--- src/hw/rtl/u8pci_pkg.sv ---
// Shared types, constants and helpers of the UTF-8 pause comma inserter.
package u8pci_pkg;

   // Default threshold and queue depth
   localparam logic [7:0] PAUSE_THRESHOLD_RESET = 8'd12;
   localparam int         QUEUE_DEPTH_DEFAULT   = 4;

   // Byte values used by the classifier and the comma sequencer
   localparam logic [7:0] LEAD4_MIN   = 8'hF0;
   localparam logic [7:0] LEAD3_MIN   = 8'hE0;
   localparam logic [7:0] LEAD2_MIN   = 8'hC0;
   localparam logic [7:0] SPACE_CHAR  = 8'h20;
   localparam logic [7:0] ASCII_COMMA = 8'h2C;
   localparam logic [7:0] ASCII_DOT   = 8'h2E;
   localparam logic [7:0] ASCII_BANG  = 8'h21;
   localparam logic [7:0] ASCII_QUEST = 8'h3F;
   localparam logic [7:0] CJK_LEAD_A  = 8'hE3;
   localparam logic [7:0] CJK_MID_A   = 8'h80;
   localparam logic [7:0] CJK_LEAD_B  = 8'hEF;
   localparam logic [7:0] CJK_MID_B   = 8'hBC;
   localparam logic [7:0] MARK_STOP   = 8'h82;
   localparam logic [7:0] MARK_PAUSE  = 8'h81;
   localparam logic [7:0] MARK_QUEST  = 8'h9F;
   localparam logic [7:0] MARK_COMMA  = 8'h8C;
   localparam logic [7:0] MARK_SEMI   = 8'h9B;
   localparam logic [7:0] COUNT_MAX   = 8'hFF;

   // Full-width comma, emitted as three beats ahead of the lead byte
   localparam logic [7:0] FW_COMMA_0 = 8'hEF;
   localparam logic [7:0] FW_COMMA_1 = 8'hBC;
   localparam logic [7:0] FW_COMMA_2 = 8'h8C;

   // Input beat
   typedef struct packed {
      logic [7:0] in_byte;
      logic       text_end;
   } req_type;

   // Result beat
   typedef struct packed {
      logic [7:0] out_byte;
      logic       run_last;
      logic       text_end_out;
   } rsp_type;

   // Classified byte passed from front to back
   typedef struct packed {
      logic [7:0] data;
      logic       text_end;
      logic       comma;
   } entry_type;

   // Three-byte CJK punctuation that clears the counter
   function automatic logic is_mark(input logic [7:0] a, input logic [7:0] s,
                                    input logic [7:0] c);
      logic r;
      r = 1'b0;
      if (a == CJK_LEAD_A && s == CJK_MID_A) begin
         r = (c == MARK_STOP) || (c == MARK_PAUSE);
      end else if (a == CJK_LEAD_B && s == CJK_MID_B) begin
         r = (c == MARK_PAUSE) || (c == MARK_QUEST) || (c == MARK_COMMA) ||
             (c == MARK_SEMI);
      end
      return r;
   endfunction

   // Saturating increment of the pause counter
   function automatic logic [7:0] sat_inc(input logic [7:0] v);
      return (v == COUNT_MAX) ? v : v + 8'd1;
   endfunction

endpackage

--- src/hw/rtl/utf8_pause_comma_inserter.sv ---
// Top level of the UTF-8 pause comma inserter.
//
// Usage: UTF-8 text enters one byte per beat on the req_ channel (req_valid,
// req_stall, req_data with in_byte and text_end). Every byte leaves on the
// rsp_ channel; ahead of a lead byte that ends a long run of wide characters
// the three bytes of a full-width comma EF BC 8C are sent first. run_last
// marks the final beat caused by one input byte, text_end_out the final beat
// of a text. The pause threshold is written through csr_valid/csr_data
// (csr_ready is always high); reset sets it to 12. The user must write it
// only while the block is idle; the block itself does not enforce this.
// An accepted byte passes through the queue and the output register to rsp.
// Throughput: one byte per cycle while req_stall is low; a byte that gets a
// comma leaves as four beats via the single output register. A queue of
// QUEUE_DEPTH entries between classifier and output sequencer absorbs those
// bursts; req_stall rises only when it is full.
// Reset clears all character state and the queue, and drops any pending
// result. When the receiver stalls, the output beat holds, the queue fills
// and then the input is stalled.
module utf8_pause_comma_inserter import u8pci_pkg::*; #(
   parameter int QUEUE_DEPTH = QUEUE_DEPTH_DEFAULT
) (
   input  logic       clock,
   input  logic       reset,
   input  logic       req_valid,
   output logic       req_stall,
   input  req_type    req_data,
   output logic       rsp_valid,
   input  logic       rsp_stall,
   output rsp_type    rsp_data,
   input  logic       csr_valid,
   output logic       csr_ready,
   input  logic [7:0] csr_data
);

   entry_type entry;
   entry_type head_data;
   logic      full;
   logic      head_valid;
   logic      pop;
   logic      accept;

   assign req_stall = full;
   assign accept    = req_valid && !full;
   assign csr_ready = 1'b1;

   u8pci_front u_front (
      .clock     (clock),
      .reset     (reset),
      .req_valid (req_valid),
      .req_data  (req_data),
      .accept    (accept),
      .csr_valid (csr_valid),
      .csr_data  (csr_data),
      .entry     (entry)
   );

   u8pci_queue #(
      .DEPTH (QUEUE_DEPTH)
   ) u_queue (
      .clock      (clock),
      .reset      (reset),
      .push       (accept),
      .push_data  (entry),
      .pop        (pop),
      .full       (full),
      .head_valid (head_valid),
      .head_data  (head_data)
   );

   u8pci_back u_back (
      .clock      (clock),
      .reset      (reset),
      .head_valid (head_valid),
      .head_data  (head_data),
      .pop        (pop),
      .rsp_valid  (rsp_valid),
      .rsp_stall  (rsp_stall),
      .rsp_data   (rsp_data)
   );

endmodule

--- src/hw/rtl/u8pci_front.sv ---
// Front end: accepts bytes, tracks characters and decides on comma insertion.
module u8pci_front import u8pci_pkg::*; (
   input  logic      clock,
   input  logic      reset,
   input  logic      req_valid,
   input  req_type   req_data,
   input  logic      accept,
   input  logic      csr_valid,
   input  logic [7:0] csr_data,
   output entry_type entry
);

   logic [7:0]  thr_ff, thr_in;
   logic [7:0]  count_ff, count_in;
   logic [2:0]  left_ff, left_in;
   logic [2:0]  len_ff, len_in;
   logic [15:0] head_ff, head_in;
   logic        seen_ff, seen_in;

   logic [7:0] b;
   logic       new_char;
   logic       comma;
   logic [7:0] base_count;
   logic [2:0] pos;

   assign b        = req_data.in_byte;
   assign new_char = (left_ff == 3'd0);
   assign comma    = req_valid && new_char && seen_ff && (count_ff >= thr_ff) &&
                     (b[7] || b == SPACE_CHAR);
   assign base_count = comma ? 8'd0 : count_ff;
   assign pos        = len_ff - left_ff;

   // Classified entry for the queue
   assign entry = '{data: b, text_end: req_data.text_end, comma: comma};

   // Threshold register
   always_comb begin
      thr_in = csr_valid ? csr_data : thr_ff;
   end

   // Character tracking and pause counting
   always_comb begin
      count_in = count_ff;
      left_in  = left_ff;
      len_in   = len_ff;
      head_in  = head_ff;
      seen_in  = seen_ff;
      if (accept) begin
         if (new_char) begin
            seen_in  = 1'b1;
            head_in  = {b, 8'h00};
            count_in = base_count;
            if (b >= LEAD4_MIN) begin
               len_in   = 3'd4;
               left_in  = 3'd3;
               count_in = sat_inc(base_count);
            end else if (b >= LEAD3_MIN) begin
               len_in  = 3'd3;
               left_in = 3'd2;
            end else if (b >= LEAD2_MIN) begin
               len_in  = 3'd2;
               left_in = 3'd1;
            end else begin
               len_in  = 3'd1;
               left_in = 3'd0;
               if (b == ASCII_COMMA || b == ASCII_DOT || b == ASCII_BANG ||
                   b == ASCII_QUEST) begin
                  count_in = 8'd0;
               end
            end
         end else begin
            if (pos == 3'd1) begin
               head_in = {head_ff[15:8], b};
            end
            if (pos == 3'd2 && len_ff == 3'd3) begin
               count_in = is_mark(head_ff[15:8], head_ff[7:0], b) ? 8'd0
                                                                  : sat_inc(count_ff);
            end
            left_in = left_ff - 3'd1;
         end
         // End of text: return to reset state
         if (req_data.text_end) begin
            count_in = 8'd0;
            left_in  = 3'd0;
            len_in   = 3'd0;
            head_in  = 16'h0000;
            seen_in  = 1'b0;
         end
      end
   end

   always_ff @(posedge clock) begin
      if (reset) begin
         thr_ff   <= PAUSE_THRESHOLD_RESET;
         count_ff <= 8'd0;
         left_ff  <= 3'd0;
         len_ff   <= 3'd0;
         head_ff  <= 16'h0000;
         seen_ff  <= 1'b0;
      end else begin
         thr_ff   <= thr_in;
         count_ff <= count_in;
         left_ff  <= left_in;
         len_ff   <= len_in;
         head_ff  <= head_in;
         seen_ff  <= seen_in;
      end
   end

endmodule

--- src/hw/rtl/u8pci_queue.sv ---
// Small register queue between the front end and the back end.
module u8pci_queue import u8pci_pkg::*; #(
   parameter int DEPTH = QUEUE_DEPTH_DEFAULT
) (
   input  logic      clock,
   input  logic      reset,
   input  logic      push,
   input  entry_type push_data,
   input  logic      pop,
   output logic      full,
   output logic      head_valid,
   output entry_type head_data
);

   localparam int PTR_W = (DEPTH > 1) ? $clog2(DEPTH) : 1;
   localparam int CNT_W = $clog2(DEPTH + 1);

   entry_type        slot_ff [DEPTH];
   logic [PTR_W-1:0] wr_ff, wr_in;
   logic [PTR_W-1:0] rd_ff, rd_in;
   logic [CNT_W-1:0] cnt_ff, cnt_in;
   logic             do_push, do_pop;

   assign full       = (cnt_ff == CNT_W'(DEPTH));
   assign head_valid = (cnt_ff != '0);
   assign head_data  = slot_ff[rd_ff];
   assign do_push    = push && !full;
   assign do_pop     = pop && head_valid;

   // Advance pointers and occupancy
   always_comb begin
      wr_in  = wr_ff;
      rd_in  = rd_ff;
      cnt_in = cnt_ff;
      if (do_push) begin
         wr_in = (wr_ff == PTR_W'(DEPTH - 1)) ? '0 : wr_ff + PTR_W'(1);
      end
      if (do_pop) begin
         rd_in = (rd_ff == PTR_W'(DEPTH - 1)) ? '0 : rd_ff + PTR_W'(1);
      end
      if (do_push && !do_pop) begin
         cnt_in = cnt_ff + CNT_W'(1);
      end else if (do_pop && !do_push) begin
         cnt_in = cnt_ff - CNT_W'(1);
      end
   end

   always_ff @(posedge clock) begin
      if (reset) begin
         wr_ff  <= '0;
         rd_ff  <= '0;
         cnt_ff <= '0;
      end else begin
         wr_ff  <= wr_in;
         rd_ff  <= rd_in;
         cnt_ff <= cnt_in;
      end
   end

   // Store pushed entries
   always_ff @(posedge clock) begin
      if (do_push) begin
         slot_ff[wr_ff] <= push_data;
      end
   end

endmodule

--- src/hw/rtl/u8pci_back.sv ---
// Back end: expands queued bytes into result beats through an output register.
module u8pci_back import u8pci_pkg::*; (
   input  logic      clock,
   input  logic      reset,
   input  logic      head_valid,
   input  entry_type head_data,
   output logic      pop,
   output logic      rsp_valid,
   input  logic      rsp_stall,
   output rsp_type   rsp_data
);

   logic [1:0] phase_ff, phase_in;
   logic       valid_ff, valid_in;
   rsp_type    data_ff, data_in;
   logic       load;
   logic       last;
   logic [7:0] beat_byte;

   assign load = head_valid && (!valid_ff || !rsp_stall);
   assign last = !head_data.comma || (phase_ff == 2'd3);
   assign pop  = load && last;

   // Select the byte of this beat
   always_comb begin
      beat_byte = head_data.data;
      if (head_data.comma) begin
         unique case (phase_ff)
            2'd0:    beat_byte = FW_COMMA_0;
            2'd1:    beat_byte = FW_COMMA_1;
            2'd2:    beat_byte = FW_COMMA_2;
            default: beat_byte = head_data.data;
         endcase
      end
   end

   // Advance the beat sequence and fill the output register
   always_comb begin
      phase_in = phase_ff;
      valid_in = valid_ff && rsp_stall;
      data_in  = data_ff;
      if (load) begin
         phase_in = last ? 2'd0 : phase_ff + 2'd1;
         valid_in = 1'b1;
         data_in  = '{out_byte: beat_byte, run_last: last,
                      text_end_out: last && head_data.text_end};
      end
   end

   always_ff @(posedge clock) begin
      if (reset) begin
         phase_ff <= 2'd0;
         valid_ff <= 1'b0;
      end else begin
         phase_ff <= phase_in;
         valid_ff <= valid_in;
      end
   end

   always_ff @(posedge clock) begin
      data_ff <= data_in;
   end

   assign rsp_valid = valid_ff;
   assign rsp_data  = data_ff;

   // Mid-sequence implies a comma entry waiting at the head
   a_phase_comma: assert property (@(posedge clock) disable iff (reset)
      (phase_ff != 2'd0) |-> (head_valid && head_data.comma))
      else $error("comma sequence without comma entry");

   // End flag only on the last beat of a byte
   a_end_last: assert property (@(posedge clock) disable iff (reset)
      (valid_ff && data_ff.text_end_out) |-> data_ff.run_last)
      else $error("text end on a non-final beat");

   // A non-final beat advances the sequence by one
   a_phase_step: assert property (@(posedge clock) disable iff (reset)
      (load && !last) |=> (phase_ff == $past(phase_ff) + 2'd1))
      else $error("comma sequence did not advance");

endmodule

--- config.mk ---
export PLATFORM = sky130hd
export DESIGN_NAME = utf8_pause_comma_inserter
export DESIGN_NICKNAME = d
export VERILOG_FILES = /design/src/hw/rtl/u8pci_pkg.sv /design/src/hw/rtl/utf8_pause_comma_inserter.sv /design/src/hw/rtl/u8pci_front.sv /design/src/hw/rtl/u8pci_queue.sv /design/src/hw/rtl/u8pci_back.sv
export SDC_FILE = /design/constraint.sdc
export NUM_CORES = 1
export LEC_CHECK = 0
export ABC_AREA = 1
export BUFFER_PORTS_ARGS = -buffer_cell sky130_fd_sc_hd__buf_2
export CAP_MARGIN = 20
export CELL_PAD_IN_SITES_DETAIL_PLACEMENT = 0
export CELL_PAD_IN_SITES_GLOBAL_PLACEMENT = 2
export CORE_MARGIN = 1.5
export CORE_UTILIZATION = 37
export DETAILED_ROUTE_END_ITERATION = 16
export PLACE_DENSITY_LB_ADDON = 0.15
export SKIP_CTS_REPAIR_TIMING = 1
export SYNTH_ARGS = -nofsm -noshare
export SYNTH_HDL_FRONTEND = slang
export SYNTH_SLANG_ARGS = --single-unit
export TNS_END_PERCENT = 100
--- constraint.sdc ---
create_clock -name clock -period 3.1 [get_ports clock]
set_input_delay 0.155 -clock clock [delete_from_list [all_inputs] [get_ports clock]]
set_output_delay 0.155 -clock clock [all_outputs]
set_load 0.005 [all_outputs]
==> results of run 1 <==
[through the flow]
stage                     hold WS (ns)  total power (W)  area, µm²
after floorplan                  0.246          0.00264       4950
after global placement           0.373          0.00297       5360
after detailed placement         0.379          0.00298       5360
after CTS                      0.00803          0.00408       5640
after global routing            0.0357          0.00431       5640
final                           0.0141          0.00403       5640
[registers in the layout (all words and copies together), names as in the netlist, named ones only]
name              flops
u_queue.slot_ff      40
u_front.seen_ff       1
u_front.len_ff        3
u_queue.cnt_ff        3
u_front.head_ff      16
u_front.left_ff       3
u_front.thr_ff        8
u_queue.wr_ff         2
u_back.phase_ff       2
u_queue.rd_ff         2
u_back.rsp_data      10
u_back.rsp_valid      1
u_front.count_ff      8
[cells in the mapped netlist]
cell	n	share of area, %
a21o_1	1	0.15
o31ai_1	1	0.15
xor2_1	4	0.71
inv_1	71	5.4
nand2_4	2	0.45
a211oi_1	2	0.30
nor4_1	5	0.63
a221oi_1	1	0.18
inv_2	12	0.91
nand2_1	104	7.9
a32o_1	4	0.81
buf_2	1	0.10
nand3_1	27	2.7
xnor2_1	3	0.53
buf_1	1	0.076
buf_4	2	0.30
or2_0	1	0.13
dfxtp_1	51	21
nor3_2	2	0.40
o21a_1	1	0.15
a21oi_2	2	0.35
nor2_1	41	3.1
ha_1	22	5.6
nand3_2	1	0.20
o32ai_1	9	1.6
o211a_1	1	0.20
a21oi_1	45	4.5
nor3_1	11	1.1
o21ai_2	1	0.18
o21ai_0	37	3.7
nand2_2	2	0.25
edfxtp_1	50	30
a22oi_1	1	0.15
nand4_1	8	1.0
o221ai_1	4	0.71
buf_6	1	0.23
nor2_2	5	0.63
xnor2_2	1	0.33
fa_1	2	0.81
conb_1	1	0.076
clkbuf_1	12	0.91
o22ai_1	4	0.50
a2111oi_0	1	0.18
o21ai_1	3	0.30
nor2_4	2	0.45
[final timing paths]
path                                            end                start  slack [ns]
worst min register to register   u_front.head_ff[7]   u_front.head_ff[7]        0.47
worst max-delay path            u_front.count_ff[1]  u_front.count_ff[7]        0.40
worst min-delay path              u_front.thr_ff[3]          csr_data[3]        0.01
worst max register to register  u_front.count_ff[1]  u_front.count_ff[7]        0.40
[logic make-up after synthesis]
kind of cell | after synthesis
and+or+nand+nor | 211
AOI/OAI and AO/OA | 118
DFF | 101
buffers and inverters | 100
adders and majority gates | 24
xor gates and xnor gates | 8
other | 1
[final cells by class]
class                   instances  share of cell area, %
clock inverters                 6                  0.998
flip-flops and latches        101                   44.7
clock buffers                  10                   4.06
repair buffers                 46                   4.66
multi-input cells             362                   36.2
well taps                     176                   3.90
inverters                      83                   5.52
[worst max-delay path: cells and delay by family, from the launching register on]
| kind | cells | cell delay, ns |
|---|---|---|
| flip-flops | 1 | 0.50 |
| adder cells (fa/ha/maj) | 2 | 0.51 |
| AND/OR/NAND/NOR | 13 | 1.21 |
| buffers and inverters | 2 | 0.13 |
| AO/OA/AOI/OAI | 2 | 0.22 |
[power by group through the flow]
| stage | clock network, W | registers (W) | logic [W] |
|---|---|---|---|
| 2_1_floorplan | 0 | 0.00180 | 0.000843 |
| 3_3_place_gp | 0 | 0.00180 | 0.00117 |
| 3_5_place_dp | 0 | 0.00180 | 0.00118 |
| 4_1_cts | 0.00113 | 0.00177 | 0.00118 |
| 5_1_grt | 0.00118 | 0.00179 | 0.00133 |
| 6_report | 0.00110 | 0.00177 | 0.00117 |
[cell usage in the layout (no fill, tap or decap), types with 2 or more instances in the layout]
cell,Yosys,final
nor2_2,5,5
inv_8,0,2
inv_1,71,71
o32ai_1,9,9
buf_2,1,33
nand2_4,2,2
a21oi_1,45,45
a32o_1,4,4
buf_4,2,13
a211oi_1,2,2
edfxtp_1,50,50
o21ai_0,37,37
nor4_1,5,5
o21ai_1,3,3
nor2_4,2,2
xor2_1,4,4
a21oi_2,2,2
dfxtp_1,51,51
fa_1,2,2
o22ai_1,4,4
nor3_1,11,11
nand2_2,2,2
ha_1,22,22
inv_2,12,12
nor3_2,2,2
nand3_1,27,27
nand2_1,104,104
clkinv_4,0,2
nor2_1,41,41
nand4_1,8,8
xnor2_1,3,3
o221ai_1,4,4
clkbuf_16,0,9
[routing by layer]
| layer | vias to the layer above | global-route usage, % |
|---|---|---|
| li1 | 1988 | - |
| met4 | 0 | 7.61 |
| met5 | - | 0 |
| met2 | 57 | 28.4 |
| met3 | 16 | 2.61 |
| met1 | 1807 | 22.3 |
==> impl_metrics.env, run 1 <==
export IMPL_min_path_type="input port to flop"
export IMPL_h_tree_depth=3
export IMPL_synth_top_family_by_area="simple AND/OR/NAND/NOR gates"
export IMPL_cts_tree="built"
export IMPL_p_switching_w=0.00138
export IMPL_clock_sinks=101
export IMPL_die_y_um=119
export IMPL_diodes=0
export IMPL_layout_worst_path_cycle_share_pct=87.2
export IMPL_first_global_vias=3704
export IMPL_final_hold_viol_count=0
export IMPL_initial_utilization_pct=37.7
export IMPL_grt_ovfl_total=0
export IMPL_placed_cells=768
export IMPL_clkLatencyLatePin_ns=0.35
export IMPL_skew_ns=0.00480
export IMPL_globalplace_congestion=0.838
export IMPL_cts_clk_slew_worst_paths_ns=0.07
export IMPL_p_per_area_nw_per_um2=715
export IMPL_fmax_ghz=0.370
export IMPL_ant_nets=0
export IMPL_holdPathStages=3
export IMPL_finalNetCount=649
export IMPL_io_buffer_count=33
export IMPL_setup_viol=0
export IMPL_synth_cell_area_um2=4950
export IMPL_multiInputGateArea_um2=2040
export IMPL_synth_cell_types=45
export IMPL_post_place_ws_ns=0.402
export IMPL_utilization_pct=43.0
export IMPL_cp_arrival_ns=2.92
export IMPL_max_stage_delay_ns=0.50
export IMPL_start_kind="flop"
export IMPL_grt_pass1_wl_um=18700
export IMPL_pwr_share_clk_pct=27.2
export IMPL_io_pins=35
export IMPL_syn_num_nets=609
export IMPL_synth_compound_area_share_pct=14.2
export IMPL_slew_headroom_pct=58.8
export IMPL_regArea_um2=2520
export IMPL_met1Wirelength_um=5530
export IMPL_antenna_found_initial=0
export IMPL_vias=3868
export IMPL_cts_buffers=9
export IMPL_critPathKind="flop to flop"
export IMPL_cts_root_buf="clkbuf_16"
export IMPL_drv_slew=0
export IMPL_rsz0062_at_grt="no"
export IMPL_synth_simple_area_share_pct=19.0
export IMPL_crit_chain="ha_1 > a21o_1 > nor2_1 > nand3_1 > nand2_2 > inv_2 > nor2_1 > ha_1 > nand2_1 > inv_1 > nand3_1 > nor2_2 > nand2_4 > nand2_2 > nand2_1 > nand3_1 > nand2_1 > nand2_1 > a21oi_1"
export IMPL_fin_ws_ns=0.397
export IMPL_reg2reg_depth=19
export IMPL_wl_um=11500
export IMPL_met3WireLength_um=285
export IMPL_ir_worst_vdd_mv=0.309
export IMPL_critPathMaxFanout=8
export IMPL_tns_ns=0
export IMPL_first_pass_iters=4
export IMPL_core_rowCount=42
export IMPL_hpwl_um=8360
export IMPL_max_cap_viol_count=0
export IMPL_grt_usage_pct=17.2
export IMPL_tightestPinTransition_ns=0.618
export IMPL_crit_slowest_cell="dfxtp_1"
export IMPL_top_layer_used="met4"
export IMPL_synthToLayoutAreaGrowth_pct=13.9
export IMPL_met2_length_um=5410
export IMPL_first_iter_violations=188
export IMPL_comb_power_share_pct=29.0
export IMPL_synthXorXnorAreaFrac_pct=1.57
export IMPL_wire_per_inst_um=14.7
export IMPL_synth_seq_area_share_pct=50.9
export IMPL_cp_end_kind="flop"
export IMPL_core_area_um2=13100
export IMPL_fill_cells=1346
export IMPL_leakagePower_nw=2.24
export IMPL_route_detailed_drc=0
export IMPL_status="completed"
export IMPL_cpMostUsedCell="nand2_1"
export IMPL_synth_seq_cells=101
export IMPL_pwr_share_seq_pct=43.9
export IMPL_die_area_um2=14100
export IMPL_finalCriticalPeriod_ns=2.70
export IMPL_synth_fa_ha_area_share_pct=6.36
export IMPL_cp_data_required_time_ns=3.31
export IMPL_stdcell_count=784
export IMPL_syn_mean_instance_area_um2=8.80
export IMPL_grt_max_degree=25
export IMPL_drive_gt1_share_pct=15.0
export IMPL_fp_dieW_um=119
export IMPL_power_switching_share_pct=34.3
export IMPL_viasPerCell=4.93
export IMPL_synth_cells=563
export IMPL_yosys_warnings=0
export IMPL_synthMuxAreaShare_pct=0
export IMPL_internal_power_w=0.00265
export IMPL_cts_buffer_depth=2
No activity file was read; power rests on OpenSTA's default activity.
==> inputs of run 2 (changes only) <==
- ABC_AREA: 1 -> unset
- CORE_UTILIZATION: 37 -> 40
==> run 2 against run 1 <==
  * Final area shrank 2.7%
  * Highest routed layer unchanged
  * Critical path type unchanged
  * The flow now finishes with violations (design-rule violations)
  * Core utilization grew 4.5 points
  * Largest power group unchanged
  * Critical path depth shrank 4
  * Critical endpoint unchanged
==> impl_metrics.env, run 2 <==
export IMPL_initial_utilization_pct=41.5
export IMPL_die_area_um2=12700
export IMPL_wl_um=10100
export IMPL_synth_cell_area_um2=4800
export IMPL_viasPerCell=5.41
export IMPL_stdcell_count=611
export IMPL_p_switching_w=0.00117
export IMPL_cp_data_required_time_ns=3.34
export IMPL_p_per_area_nw_per_um2=722
export IMPL_placed_cells=595
export IMPL_synthToLayoutAreaGrowth_pct=14.3
export IMPL_die_y_um=113
export IMPL_r2r_slack_ns=0.26
export IMPL_route_detailed_drc=3
export IMPL_cts_buffers=9
export IMPL_ys_top_cells_by_area="edfxtp_1 31%, dfxtp_1 21%, ha_1 5.7%"
export IMPL_io_buffer_count=33
export IMPL_grt_pass1_wl_um=16600
export IMPL_synth_seq_area_share_pct=52.5
export IMPL_clkLatencyLatePin_ns=0.35
export IMPL_layout_worst_path_cycle_share_pct=91.5
export IMPL_crit_end="u_front.count_ff[1]"
export IMPL_first_global_vias=3189
export IMPL_pwr_share_seq_pct=43.9
export IMPL_post_place_ws_ns=0.218
export IMPL_clock_sinks=101
export IMPL_grt_usage_pct=17.0
export IMPL_antenna_found_initial=0
export IMPL_fin_ws_ns=0.264
export IMPL_reg2reg_depth=15
export IMPL_core_area_um2=11600
export IMPL_tightestPinTransition_ns=0.655
export IMPL_syn_num_nets=468
export IMPL_cts_tree="built"
export IMPL_hpwl_um=7080
export IMPL_io_pins=35
export IMPL_syn_mean_instance_area_um2=11.4
export IMPL_wire_per_inst_um=16.5
export IMPL_first_iter_violations=220
export IMPL_synth_cell_types=66
export IMPL_synth_edff_count=50
export IMPL_core_rowCount=39
export IMPL_critPathKind="flop to flop"
export IMPL_globalplace_congestion=0.795
export IMPL_setup_viol=0
export IMPL_grt_max_degree=31
export IMPL_drive_gt1_share_pct=19.9
export IMPL_synth_top_cell_by_area="edfxtp_1"
export IMPL_critPathLaunch="u_front.count_ff[0]"
export IMPL_h_tree_depth=3
export IMPL_layout_commonest_cell="dfxtp_1"
export IMPL_yosys_warnings=0
export IMPL_start_kind="flop"
export IMPL_yosysTopAreaCellShare_pct=31.3
export IMPL_utilization_pct=47.5
export IMPL_pwr_share_clk_pct=29.7
export IMPL_vias=3305
export IMPL_power_switching_share_pct=29.5
export IMPL_slew_headroom_pct=56.3
export IMPL_finalCriticalPeriod_ns=2.84
export IMPL_first_pass_iters=10
export IMPL_fill_cells=1088
export IMPL_fp_dieW_um=113
export IMPL_drv_slew=0
export IMPL_ant_nets=0
export IMPL_comb_power_share_pct=26.4
export IMPL_worstReg2RegEnd="u_front.count_ff[1]"
export IMPL_cts_buffer_depth=2
export IMPL_rr_startpoint="u_front.count_ff[0]"
export IMPL_skew_ns=0.00827
export IMPL_ir_worst_vdd_mv=0.294
export IMPL_cts_clk_slew_worst_paths_ns=0.07
export IMPL_cp_arrival_ns=3.08
export IMPL_min_path_type="input port to flop"
export IMPL_cts_root_buf="clkbuf_16"
export IMPL_max_cap_viol_count=0
export IMPL_grt_ovfl_total=0
export IMPL_synth_common_cells="51 x dfxtp_1, 50 x edfxtp_1, 37 x nor2_1, 26 x inv_1, 24 x nand2_1"
export IMPL_internal_power_w=0.00280
export IMPL_regMostFlops="u_queue.slot_ff"
export IMPL_cp_end_kind="flop"
export IMPL_status="finished, violations left"
export IMPL_synth_cells=422
export IMPL_finalNetCount=509
export IMPL_fmax_ghz=0.353
export IMPL_violations="design-rule violations"
export IMPL_layout_common_cells="51 x dfxtp_1, 50 x edfxtp_1, 36 x nor2_1"
export IMPL_synth_seq_cells=101
export IMPL_tns_ns=0
export IMPL_critPathMaxFanout=7
export IMPL_diodes=0
export IMPL_synth_top_flop_cell="dfxtp_1"
export IMPL_synthArstFlopShare_pct=0
export IMPL_final_hold_viol_count=0
export IMPL_leakagePower_nw=2.12
export IMPL_yosysMostFrequentCell="dfxtp_1"
export IMPL_largest_reg_flops=40
run 2: worst min path at each step:
stage,startpoint,endpoint,slack (ns),cells after the start
floorplan,req_data[0],u_queue.slot_ff[0][1],0.25,0
global placement,csr_data[4],u_front.thr_ff[4],0.39,3
detailed placement,csr_data[3],u_front.thr_ff[3],0.39,3
CTS,csr_data[3],u_front.thr_ff[3],0.02,3
global route,csr_data[3],u_front.thr_ff[3],0.02,3
finish,csr_data[3],u_front.thr_ff[3],0.03,3
run 2: layer usage:
| layer | vias to the layer above | GRT usage, % | part of all wire [%] |
|---|---|---|---|
| met1 | 1588 | 23.1 | 49 |
| met4 | 0 | 3.80 | 0.85 |
| met5 | - | 0 | 0 |
| met3 | 7 | 4.86 | 3.5 |
| li1 | 1644 | - | - |
| met2 | 66 | 27.3 | 47 |
run 2: logic make-up (layout without fill, tap and decap cells):
group,count (synthesis),count (layout),synth area share (%)
AND/OR/NAND/NOR,135,135,15.2
flip-flops,101,101,52.5
AO/OA/AOI/OAI,88,88,13.2
buffers and inverters,45,91,4.14
adder cells (fa/ha/maj),24,24,6.56
multiplexers,22,22,7.22
XOR/XNOR,6,6,1.09
other,1,1,0.0781
run 2: worst max-delay path, stage by stage, from the launching register on:
cell,delay (ns)
dfxtp_1,0.45
inv_1,0.11
ha_1,0.29
nor2b_1,0.04
o21ai_0,0.22
a21oi_2,0.14
nor2_2,0.27
nor2b_1,0.09
ha_1,0.25
nand2_1,0.10
o21ai_0,0.08
buf_4,0.18
o211a_1,0.12
a31oi_1,0.14
o21ai_1,0.08
a22o_1,0.17
run 2: metrics by stage:
step	power (W)	cell area, µm²	hold slack, ns
2_1_floorplan	0.00252	4800	0.254
3_3_place_gp	0.00282	5160	0.388
3_5_place_dp	0.00283	5160	0.391
4_1_cts	0.00403	5490	0.0200
5_1_grt	0.00422	5490	0.0230
6_report	0.00397	5490	0.0324
run 2: power groups by stage:
stage	Clock (W)	Sequential (W)	Combinational, W
after floorplan	0	0.00176	0.000755
after global routing	0.00127	0.00177	0.00118
after detailed placement	0	0.00177	0.00106
after CTS	0.00122	0.00175	0.00106
after global placement	0	0.00177	0.00106
final	0.00118	0.00174	0.00105
run 2: cell type report:
type | count | area [µm²] | area share [%]
Multi-Input combinational cell | 276 | 2090 | 38.0
Clock buffer | 12 | 289 | 5.26
Timing Repair Buffer | 48 | 278 | 5.06
Sequential cell | 101 | 2520 | 45.9
Inverter | 27 | 101 | 1.85
Clock inverter | 4 | 33.8 | 0.615
Tap cell | 143 | 179 | 3.26
